==> src/rtl/core/wba_pkg.sv <==
// ---------------------------------------------------------------------------
// wba_pkg
// Shared widths, register indexes and timer helpers of the wiper blockage
// adapter.
// ---------------------------------------------------------------------------
package wba_pkg;

    localparam int CFG_IDX_W  = 3;
    localparam int CFG_DATA_W = 20;
    localparam int TMR_W      = 20;
    localparam int CYC_W      = 10;
    localparam int CNT_W      = 16;
    localparam int LOSS_W     = 8;
    localparam int PROB_W     = 8;

    // dividend is 10 * a 16-bit count: 20 bits, one quotient bit per cycle
    localparam int DIV_BITS   = 20;
    localparam int DIV_CNT_W  = 5;

    localparam logic [CFG_IDX_W-1:0] CFG_WIPER_DELAY  = 3'd0;
    localparam logic [CFG_IDX_W-1:0] CFG_VERIFY_TIME  = 3'd1;
    localparam logic [CFG_IDX_W-1:0] CFG_SHUTOFF_WAY  = 3'd2;
    localparam logic [CFG_IDX_W-1:0] CFG_SHUTOFF_TIME = 3'd3;
    localparam logic [CFG_IDX_W-1:0] CFG_RANGE_HOLD   = 3'd4;
    localparam logic [CFG_IDX_W-1:0] CFG_ALLOWED_LOSS = 3'd5;
    localparam logic [CFG_IDX_W-1:0] CFG_REACT_DELAY  = 3'd6;

    localparam logic [1:0] TERM_WAY   = 2'd0;
    localparam logic [1:0] TERM_TIME  = 2'd1;
    localparam logic [1:0] TERM_RANGE = 2'd2;
    localparam logic [1:0] TERM_LOSS  = 2'd3;

    localparam logic [TMR_W-1:0]  TMR_MAX          = 20'hFFFFF;
    localparam logic [TMR_W-1:0]  PARTIAL_LIMIT_MS = 20'd600000;
    localparam logic [PROB_W-1:0] PROB_MAX         = 8'd255;

    // saturating timer advance
    function automatic logic [TMR_W-1:0] tmr_add(input logic [TMR_W-1:0] t,
                                                 input logic [CYC_W-1:0] d);
        logic [TMR_W:0] s;
        s = {1'b0, t} + {{(TMR_W+1-CYC_W){1'b0}}, d};
        return s[TMR_W] ? TMR_MAX : s[TMR_W-1:0];
    endfunction

    // 10 * x as (x << 3) + (x << 1)
    function automatic logic [DIV_BITS-1:0] times10(input logic [CNT_W-1:0] x);
        logic [DIV_BITS-1:0] w;
        w = {{(DIV_BITS-CNT_W){1'b0}}, x};
        return (w << 3) + (w << 1);
    endfunction

endpackage

==> src/rtl/core/wiper_blockage_adapter_top.sv <==
// ---------------------------------------------------------------------------
// wiper_blockage_adapter_top
// Blockage probability from observer counters, plus wiper permit, extended
// hold-on and partial blockage timers.
// ---------------------------------------------------------------------------
// Input beats are not taken while a beat is in progress (in_stall outside ST_IDLE);
//   four ratios share one bit-serial restoring divider, a load then 20 quotient
//   bits each, then an update state that waits for a free result register.
// A new input beat is taken while the previous result still waits.
// Reset (rst_n, async, active low): registers except input payload 0, timers 0,
//   hold-on flag 1, extension timer not idle, no result pending.
// ---------------------------------------------------------------------------
module wiper_blockage_adapter_top (
    input  logic                          clk,
    input  logic                          rst_n,

    input  logic                          cfg_we,
    input  logic [wba_pkg::CFG_IDX_W-1:0] cfg_index,
    input  logic [wba_pkg::CFG_DATA_W-1:0] cfg_data,

    input  logic                          in_valid,
    output logic                          in_stall,
    input  logic                          wiper_active,
    input  logic                          full_blockage,
    input  logic [wba_pkg::CYC_W-1:0]     cycle_time_ms,
    input  logic [wba_pkg::CNT_W-1:0]     way_counter,
    input  logic [wba_pkg::CNT_W-1:0]     time_counter,
    input  logic [wba_pkg::CNT_W-1:0]     range_counter,
    input  logic [wba_pkg::CNT_W-1:0]     recovery_counter,
    input  logic [wba_pkg::LOSS_W-1:0]    object_losses,

    output logic                          out_valid,
    input  logic                          out_stall,
    output logic [wba_pkg::PROB_W-1:0]    probability,
    output logic                          hold_off,
    output logic                          hold_on
);
    import wba_pkg::*;

    typedef enum logic [1:0] {
        ST_IDLE,
        ST_LOAD,
        ST_DIV,
        ST_UPD
    } state_t;

    // configuration
    logic [17:0]       wiper_delay_reg;
    logic [TMR_W-1:0]  verify_time_reg;
    logic [CNT_W-1:0]  shutoff_way_reg;
    logic [CNT_W-1:0]  shutoff_time_reg;
    logic [CNT_W-1:0]  range_hold_reg;
    logic [LOSS_W-1:0] allowed_loss_reg;
    logic [CNT_W-1:0]  react_delay_reg;

    // latched input beat
    logic              wiper_reg;
    logic              full_reg;
    logic [CYC_W-1:0]  cyc_reg;
    logic [CNT_W-1:0]  way_reg;
    logic [CNT_W-1:0]  tim_reg;
    logic [CNT_W-1:0]  rng_reg;
    logic [CNT_W-1:0]  rec_reg;
    logic [LOSS_W-1:0] loss_reg;

    // sequencer and divider
    state_t                state_reg;
    logic [1:0]            term_reg;
    logic [DIV_CNT_W-1:0]  bit_cnt_reg;
    logic [DIV_BITS-1:0]   num_sr_reg;    // dividend in, quotient out
    logic [CNT_W-1:0]      rem_reg;
    logic [CNT_W-1:0]      den_reg;
    logic                  en_reg;
    logic [PROB_W-1:0]     prob_reg;

    // block state
    logic              permit_reg;
    logic [TMR_W-1:0]  permit_timer_reg;
    logic              last_permit_reg;
    logic              extend_flag_reg;
    logic [TMR_W-1:0]  extend_timer_reg;
    logic              extend_idle_reg;
    logic              partial_flag_reg;
    logic [TMR_W-1:0]  partial_timer_reg;

    // result register
    logic              out_valid_reg;
    logic [PROB_W-1:0] probability_reg;
    logic              hold_off_reg;
    logic              hold_on_reg;

    // ------------------------------------------------------------------
    // Term setup: every ratio is floor(num / den) with num = 10 * count
    // (10 * (delay - range) on the recovery side). Clamped ratios divide
    // 10 * min(count, threshold), which yields 10 when the count reaches the threshold. en low forces the term to 0.
    // ------------------------------------------------------------------
    logic [DIV_BITS-1:0] ld_num;
    logic [CNT_W-1:0]    ld_den;
    logic                ld_en;

    always_comb
    begin
        ld_num = '0;
        ld_den = '0;
        ld_en  = 1'b0;
        case (term_reg)
            TERM_WAY:
            begin
                ld_num = times10((way_reg >= shutoff_way_reg) ? shutoff_way_reg : way_reg);
                ld_den = shutoff_way_reg;
                ld_en  = (shutoff_way_reg != '0);
            end
            TERM_TIME:
            begin
                ld_num = times10((tim_reg >= shutoff_time_reg) ? shutoff_time_reg : tim_reg);
                ld_den = shutoff_time_reg;
                ld_en  = (shutoff_time_reg != '0);
            end
            TERM_RANGE:
            begin
                if (full_reg)
                begin
                    // recovery side: 1 - range / delay, zero once range reaches delay
                    ld_num = times10(react_delay_reg - rng_reg);
                    ld_den = react_delay_reg;
                    ld_en  = (react_delay_reg != '0) && (rng_reg < react_delay_reg);
                end
                else
                begin
                    ld_num = times10((rng_reg >= range_hold_reg) ? range_hold_reg : rng_reg);
                    ld_den = range_hold_reg;
                    ld_en  = (range_hold_reg != '0);
                end
            end
            TERM_LOSS:
            begin
                // not clamped; saturates at 255 when folded
                if (full_reg)
                begin
                    ld_num = times10(rec_reg);
                    ld_den = react_delay_reg;
                    ld_en  = (allowed_loss_reg != '0) && (react_delay_reg != '0);
                end
                else
                begin
                    ld_num = times10({{(CNT_W-LOSS_W){1'b0}}, loss_reg});
                    ld_den = {{(CNT_W-LOSS_W){1'b0}}, allowed_loss_reg};
                    ld_en  = (allowed_loss_reg != '0);
                end
            end
            default:
            begin
                ld_num = '0;
                ld_den = '0;
                ld_en  = 1'b0;
            end
        endcase
    end

    // ------------------------------------------------------------------
    // Restoring divider step: one quotient bit per cycle
    // ------------------------------------------------------------------
    logic [CNT_W:0]      div_shift;
    logic                div_qbit;
    logic [CNT_W-1:0]    div_rem_next;
    logic [DIV_BITS-1:0] div_num_next;
    logic [PROB_W-1:0]   term_sat;
    logic [PROB_W-1:0]   prob_fold;
    logic [CNT_W:0]      div_diff;

    always_comb
    begin
        div_shift    = {rem_reg, num_sr_reg[DIV_BITS-1]};
        div_qbit     = (div_shift >= {1'b0, den_reg});
        div_diff     = div_shift - {1'b0, den_reg};
        div_rem_next = div_qbit ? div_diff[CNT_W-1:0] : div_shift[CNT_W-1:0];
        div_num_next = {num_sr_reg[DIV_BITS-2:0], div_qbit};
        if (!en_reg)
            term_sat = '0;
        else if (div_num_next[DIV_BITS-1:PROB_W] != '0)
            term_sat = PROB_MAX;
        else
            term_sat = div_num_next[PROB_W-1:0];
        prob_fold = (term_sat > prob_reg) ? term_sat : prob_reg;
    end

    // ------------------------------------------------------------------
    // Timer update, applied in ST_UPD with the final probability
    // ------------------------------------------------------------------
    logic              permit_next;
    logic [TMR_W-1:0]  permit_timer_next;
    logic              extend_flag_next;
    logic [TMR_W-1:0]  extend_timer_next;
    logic              extend_idle_next;
    logic              partial_flag_next;
    logic [TMR_W-1:0]  partial_timer_next;
    logic [TMR_W-1:0]  ext_base;
    logic [TMR_W-1:0]  part_base;
    logic [TMR_W-1:0]  part_sum;
    logic              part_set;

    always_comb
    begin
        // permit
        permit_next       = permit_reg;
        permit_timer_next = permit_timer_reg;
        if (wiper_reg)
        begin
            if (!permit_reg)
            begin
                if (permit_timer_reg < {2'b00, wiper_delay_reg})
                    permit_timer_next = tmr_add(permit_timer_reg, cyc_reg);
                else
                    permit_next = 1'b1;
            end
        end
        else
        begin
            permit_timer_next = '0;
            permit_next       = 1'b0;
        end

        // extended hold-on
        ext_base          = extend_idle_reg ? '0 : extend_timer_reg;
        extend_flag_next  = extend_flag_reg;
        extend_timer_next = extend_timer_reg;
        extend_idle_next  = extend_idle_reg;
        if (!full_reg)
        begin
            extend_idle_next  = 1'b1;
            extend_timer_next = '0;
            extend_flag_next  = 1'b0;
        end
        else
        begin
            extend_idle_next = 1'b0;
            if (extend_idle_reg)
                extend_flag_next = 1'b1;
            if (ext_base < verify_time_reg)
                extend_timer_next = tmr_add(ext_base, cyc_reg);
            else
            begin
                extend_timer_next = ext_base;
                extend_flag_next  = 1'b0;
            end
        end

        // partial blockage: starts on a falling permit with nonzero probability
        part_set           = last_permit_reg && !permit_next && (prob_reg != '0);
        part_base          = part_set ? '0 : partial_timer_reg;
        part_sum           = tmr_add(part_base, cyc_reg);
        partial_flag_next  = partial_flag_reg || part_set;
        partial_timer_next = part_base;
        if (partial_flag_next)
        begin
            partial_timer_next = part_sum;
            if ((part_sum > PARTIAL_LIMIT_MS) || (prob_reg == '0))
            begin
                partial_flag_next  = 1'b0;
                partial_timer_next = '0;
            end
        end
    end

    logic in_take;
    logic out_free;

    assign in_stall = (state_reg != ST_IDLE);
    assign in_take  = in_valid && !in_stall;
    assign out_free = !out_valid_reg || !out_stall;

    // configuration writes
    always_ff @(posedge clk or negedge rst_n)
    begin
        if (!rst_n)
        begin
            wiper_delay_reg  <= '0;
            verify_time_reg  <= '0;
            shutoff_way_reg  <= '0;
            shutoff_time_reg <= '0;
            range_hold_reg   <= '0;
            allowed_loss_reg <= '0;
            react_delay_reg  <= '0;
        end
        else if (cfg_we)
        begin
            case (cfg_index)
                CFG_WIPER_DELAY:  wiper_delay_reg  <= cfg_data[17:0];
                CFG_VERIFY_TIME:  verify_time_reg  <= cfg_data[TMR_W-1:0];
                CFG_SHUTOFF_WAY:  shutoff_way_reg  <= cfg_data[CNT_W-1:0];
                CFG_SHUTOFF_TIME: shutoff_time_reg <= cfg_data[CNT_W-1:0];
                CFG_RANGE_HOLD:   range_hold_reg   <= cfg_data[CNT_W-1:0];
                CFG_ALLOWED_LOSS: allowed_loss_reg <= cfg_data[LOSS_W-1:0];
                CFG_REACT_DELAY:  react_delay_reg  <= cfg_data[CNT_W-1:0];
                default: ;
            endcase
        end
    end

    // input capture, payload only
    always_ff @(posedge clk)
    begin
        if (in_take)
        begin
            wiper_reg <= wiper_active;
            full_reg  <= full_blockage;
            cyc_reg   <= cycle_time_ms;
            way_reg   <= way_counter;
            tim_reg   <= time_counter;
            rng_reg   <= range_counter;
            rec_reg   <= recovery_counter;
            loss_reg  <= object_losses;
        end
    end

    // sequencer, block state and result register
    always_ff @(posedge clk or negedge rst_n)
    begin
        if (!rst_n)
        begin
            state_reg         <= ST_IDLE;
            term_reg          <= TERM_WAY;
            bit_cnt_reg       <= '0;
            num_sr_reg        <= '0;
            rem_reg           <= '0;
            den_reg           <= '0;
            en_reg            <= 1'b0;
            prob_reg          <= '0;
            permit_reg        <= 1'b0;
            permit_timer_reg  <= '0;
            last_permit_reg   <= 1'b0;
            extend_flag_reg   <= 1'b1;
            extend_timer_reg  <= '0;
            extend_idle_reg   <= 1'b0;
            partial_flag_reg  <= 1'b0;
            partial_timer_reg <= '0;
            out_valid_reg     <= 1'b0;
            probability_reg   <= '0;
            hold_off_reg      <= 1'b0;
            hold_on_reg       <= 1'b0;
        end
        else
        begin
            // the update cycle reloads the result register itself
            if (out_valid_reg && !out_stall && (state_reg != ST_UPD))
                out_valid_reg <= 1'b0;

            case (state_reg)
                ST_IDLE:
                begin
                    if (in_take)
                    begin
                        term_reg  <= TERM_WAY;
                        prob_reg  <= '0;
                        state_reg <= ST_LOAD;
                    end
                end
                ST_LOAD:
                begin
                    num_sr_reg  <= ld_num;
                    den_reg     <= ld_den;
                    en_reg      <= ld_en;
                    rem_reg     <= '0;
                    bit_cnt_reg <= '0;
                    state_reg   <= ST_DIV;
                end
                ST_DIV:
                begin
                    num_sr_reg <= div_num_next;
                    rem_reg    <= div_rem_next;
                    if (bit_cnt_reg == DIV_CNT_W'(DIV_BITS - 1))
                    begin
                        prob_reg <= prob_fold;
                        if (term_reg == TERM_LOSS)
                            state_reg <= ST_UPD;
                        else
                        begin
                            term_reg  <= term_reg + 2'd1;
                            state_reg <= ST_LOAD;
                        end
                    end
                    else
                        bit_cnt_reg <= bit_cnt_reg + DIV_CNT_W'(1);
                end
                ST_UPD:
                begin
                    // commit only once the result register is free
                    if (out_free)
                    begin
                        permit_reg        <= permit_next;
                        permit_timer_reg  <= permit_timer_next;
                        last_permit_reg   <= permit_next;
                        extend_flag_reg   <= extend_flag_next;
                        extend_timer_reg  <= extend_timer_next;
                        extend_idle_reg   <= extend_idle_next;
                        partial_flag_reg  <= partial_flag_next;
                        partial_timer_reg <= partial_timer_next;
                        out_valid_reg     <= 1'b1;
                        probability_reg   <= prob_reg;
                        hold_off_reg      <= !permit_next && !partial_flag_next && !full_reg;
                        hold_on_reg       <= extend_flag_next;
                        state_reg         <= ST_IDLE;
                    end
                end
                default:
                    state_reg <= ST_IDLE;
            endcase
        end
    end

    assign out_valid   = out_valid_reg;
    assign probability = probability_reg;
    assign hold_off    = hold_off_reg;
    assign hold_on     = hold_on_reg;

    // ------------------------------------------------------------------
    // Assertions
    // ------------------------------------------------------------------
    a_result_from_update: assert property (@(posedge clk) disable iff (!rst_n)
        $rose(out_valid_reg) |-> $past(state_reg == ST_UPD))
        else $error("result raised outside the update cycle");

    a_bit_count_range: assert property (@(posedge clk) disable iff (!rst_n)
        (state_reg == ST_DIV) |-> (bit_cnt_reg < DIV_CNT_W'(DIV_BITS)))
        else $error("divider bit count out of range");

    a_partial_timer_bound: assert property (@(posedge clk) disable iff (!rst_n)
        partial_timer_reg <= PARTIAL_LIMIT_MS)
        else $error("partial blockage timer above limit");

    a_take_starts_load: assert property (@(posedge clk) disable iff (!rst_n)
        in_take |=> (state_reg == ST_LOAD) && (term_reg == TERM_WAY))
        else $error("input beat did not start the ratio sequence");

    a_idle_clears_partial_timer: assert property (@(posedge clk) disable iff (!rst_n)
        !partial_flag_reg |-> (partial_timer_reg == '0))
        else $error("partial timer running while partial blockage is off");

endmodule
==> config.mk <==
export PLATFORM = sky130hd
export DESIGN_NAME = wiper_blockage_adapter_top
export DESIGN_NICKNAME = d
export VERILOG_FILES = /design/src/rtl/core/wba_pkg.sv /design/src/rtl/core/wiper_blockage_adapter_top.sv
export SDC_FILE = /design/constraint.sdc
export NUM_CORES = 1
export LEC_CHECK = 0
export BUFFER_PORTS_ARGS = -buffer_cell sky130_fd_sc_hd__buf_2
export CORE_UTILIZATION = 38
export DETAILED_ROUTE_END_ITERATION = 6
export PLACE_DENSITY = 0.53
export SLEW_MARGIN = 10
export SYNTH_ARGS = -nofsm -noshare
export SYNTH_HDL_FRONTEND = slang
export SYNTH_SLANG_ARGS = --single-unit
==> constraint.sdc <==
create_clock -name clk -period 5.9 [get_ports clk]
set_clock_uncertainty 0.15 [all_clocks]
set_input_delay 0.59 -clock clk [delete_from_list [all_inputs] [get_ports clk]]
set_output_delay 0.59 -clock clk [all_outputs]
set_load 0.005 [all_outputs]
==> impl_metrics.tcl <==
set metrics [dict create \
    outcome "complete, no violations" \
    number_of_max_cap_violations 0 \
    timing.critical_path.arrival_ns 5.80 \
    final_antenna_net_count 0 \
    std_cell_rows 91 \
    min-delay-start "recovery_counter[6]" \
    numCtsBuffers 43 \
    worst_skew_pair.late_latency_ns 0.60 \
    numClockSinks 339 \
    clock_tree.buffer_depth 3 \
    critical_path.endpoint_type "flip-flop" \
    hpwlAfterDp_um 58100 \
    synth.top_cell.area_share_pct 26.7 \
    postRouteWirelength_um 76800 \
    layout_common_cells "300 x o21ai_0, 291 x nand2_1, 254 x dfrtp_1" \
    layout-drive-gt1-share_pct 11.7 \
    timing_worst_setup_path_type "reg -> reg" \
    synth-edff-count 84 \
    synth_top_cells_by_area "dfrtp_1 27%, ha_1 13%, edfxtp_1 11%" \
    worst-path-max-fanout 26 \
    globalRoute.totalOverflow 0 \
    r2r_setup_slack_ns 0.43 \
    slew-limit-headroom_pct 32.0 \
    cell_area_after_synthesis_mm2 0.0238 \
    drt_first_iter_violations 1500 \
    htree_num_levels 2 \
    yosys_warnings 0 \
    drc 0 \
    cellLeakagePower_nw 12.0 \
    grt_pass1_wl_um 118000 \
    critical_path.reg2reg.startpoint "range_hold_reg[0]" \
    reg2reg_to "num_sr_reg[15]" \
    maximum_number_of_pins_on_one_net_before_global_route_repair 95 \
    most_frequent_standard_cell_in_the_layout_excluding_fill_and_tap_cells "o21ai_0" \
    ir_worst_vdd_mv 0.308 \
    fillerInstances 6131 \
    synth_fp_nets 3008 \
    initial_utilization_pct 38.5 \
    count_of_state_elements_after_synthesis 339 \
    ios 124 \
    antennaDiodeCount 0 \
    grt_pass1_vias 20200 \
    drt-pass1-iter-count 6 \
    globalplace.congestion 0.977 \
    synth_seq_area_share_pct 37.5 \
    asyncSetResetFlopFracSynth_pct 75.2 \
    io_buffers 123 \
    slew_viol_final 0 \
    period_needed_ns 5.47 \
    synthCells 2646 \
    period_share_pct 92.7 \
    critPathLaunchType "flip-flop" \
    worst_hold_path.endpoint "rec_reg[6]" \
    core_region_area_mm2 0.0617 \
    holdPathStages 1 \
    drt-vias-per-instance 5.60 \
    tritoncts "built" \
    die_width_um 252 \
    holdCritPathClass "in -> reg" \
    grt_util_all_layers_pct 24.0 \
    power_density_mw_per_mm2 532 \
    final_count_of_negative_setup_slack_endpoints 0 \
    cts_resized 0 \
    timing.reg2reg.worst_path_depth 19 \
    wire_per_inst_um 21.0 \
    floorplan.die_area_mm2 0.0635 \
    area_growth_pct 14.4 \
    clockRootBuffer "clkbuf_16" \
    antenna_found_initial 7 \
    nNetsFinal 3147 \
    netlist-cell-type-count 91 \
    synth.largest_area_cell "dfrtp_1" \
    setup_total_negative_slack_ns 0 \
    max_freq_mhz 183 \
    total_power_of_the_final_layout_mw 14.5 \
    crit_start "range_hold_reg[0]" \
    routed_via_count 20500 \
    avgSynthCellArea_um2 8.98 \
    worst_pin_slew_ns 1.02 \
    rsz0062_at_grt "no" \
    critPathRequiredTime_ns 6.23 \
    final_hold_viol_count 0 \
    die_span_y_um 252 \
    postSynth.topFlopCell "dfrtp_1" \
    holdBufCountCts 36 \
    postCtsSetupRepairBufs 0 \
    clk_transition_reported_paths_ns 0.06 \
]
## report_power, final
| part | switching (mW) | total [mW] | internal (mW) |
|---|---|---|---|
| Sequential | 0.529 | 3.56 | 3.03 |
| Combinational | 4.96 | 8.10 | 3.14 |
| Clock | 1.12 | 2.79 | 1.67 |
| Total | 6.61 | 14.5 | 7.85 |
## per-stage QoR
stage / utilization (%) / hold WS (ns) / setup slack (ns) / instances / cell area (um^2)
after floorplan: - / 0.144 / 1.01 / 2646 / 23800
after global placement: 41.1 / 0.294 / 0.587 / 3541 / 25300
after detailed placement: 41.1 / 0.302 / 0.526 / 3541 / 25300
after CTS: 44.1 / 0.000288 / 0.544 / 3657 / 27200
after global routing: 44.1 / 0.00110 / 0.00674 / 3657 / 27200
final: 44.1 / 0.0295 / 0.429 / 3657 / 27200
## worst max-delay path, stage by stage (launching register included)
cell	delay [ns]
dfrtp_1	0.44
ha_1	0.30
nand2b_1	0.10
a21o_1	0.12
a211oi_1	0.07
o31a_1	0.29
o21bai_2	0.71
o21ai_0	0.30
ha_1	0.31
fa_1	0.43
a211oi_1	0.34
o21ai_0	0.19
a311o_1	0.39
nand2_1	0.11
a21oi_1	0.08
xnor2_1	0.17
nor2_1	0.05
a2111oi_0	0.41
o211ai_1	0.17
a22o_1	0.20
## worst max-delay path by stage
stage                      to  slack, ns  cells after the start
2_1_floorplan  num_sr_reg[15]       1.01                     21
3_3_place_gp   num_sr_reg[15]       0.59                     19
3_5_place_dp   num_sr_reg[15]       0.53                     19
4_1_cts        num_sr_reg[15]       0.54                     19
5_1_grt        num_sr_reg[15]      0.007                     19
6_report       num_sr_reg[15]       0.43                     19
## cell type report
class / count / area [um^2] / area share (%)
Inverter: 203 / 762 / 2.80
Multi-Input combinational cell: 2007 / 13800 / 50.6
Clock inverter: 30 / 333 / 1.22
Timing Repair Buffer: 191 / 1230 / 4.51
Clock buffer: 50 / 1150 / 4.24
Sequential cell: 339 / 8900 / 32.7
Tap cell: 837 / 1050 / 3.85
## cells in the mapped netlist (40+ instances only)
master,instances
nand2_1,291
xnor2_1,76
nor2b_1,49
mux2_2,52
o21ai_0,300
xor2_1,40
edfxtp_1,84
a21o_1,52
nor2_1,149
dfrtp_1,254
nor3_1,64
a21oi_1,146
clkbuf_1,89
inv_1,201
ha_1,239
## routing by layer
| metal | wire [um] | track usage, % | up-vias |
|---|---|---|---|
| li1 | - | - | 9860 |
| met1 | 35500 | 33.0 | 9888 |
| met2 | 34800 | 38.6 | 553 |
| met3 | 3970 | 3.52 | 147 |
| met4 | 2510 | 8.21 | 14 |
| met5 | 76 | 0 | - |
## cells by family (layout without fill, tap and decap cells)
| kind of cell | count (synthesis) | count (layout) | share of synthesized area, % |
|---|---|---|---|
| fa+ha+maj | 250 | 250 | 13.5 |
| compound gates | 799 | 799 | 21.2 |
| mux | 70 | 70 | 3.22 |
| xor+xnor | 116 | 116 | 4.28 |
| flops | 339 | 339 | 37.5 |
| buf+inv | 300 | 474 | 4.78 |
| simple gates | 772 | 772 | 15.6 |
No activity file was read; power rests on OpenSTA's default activity.
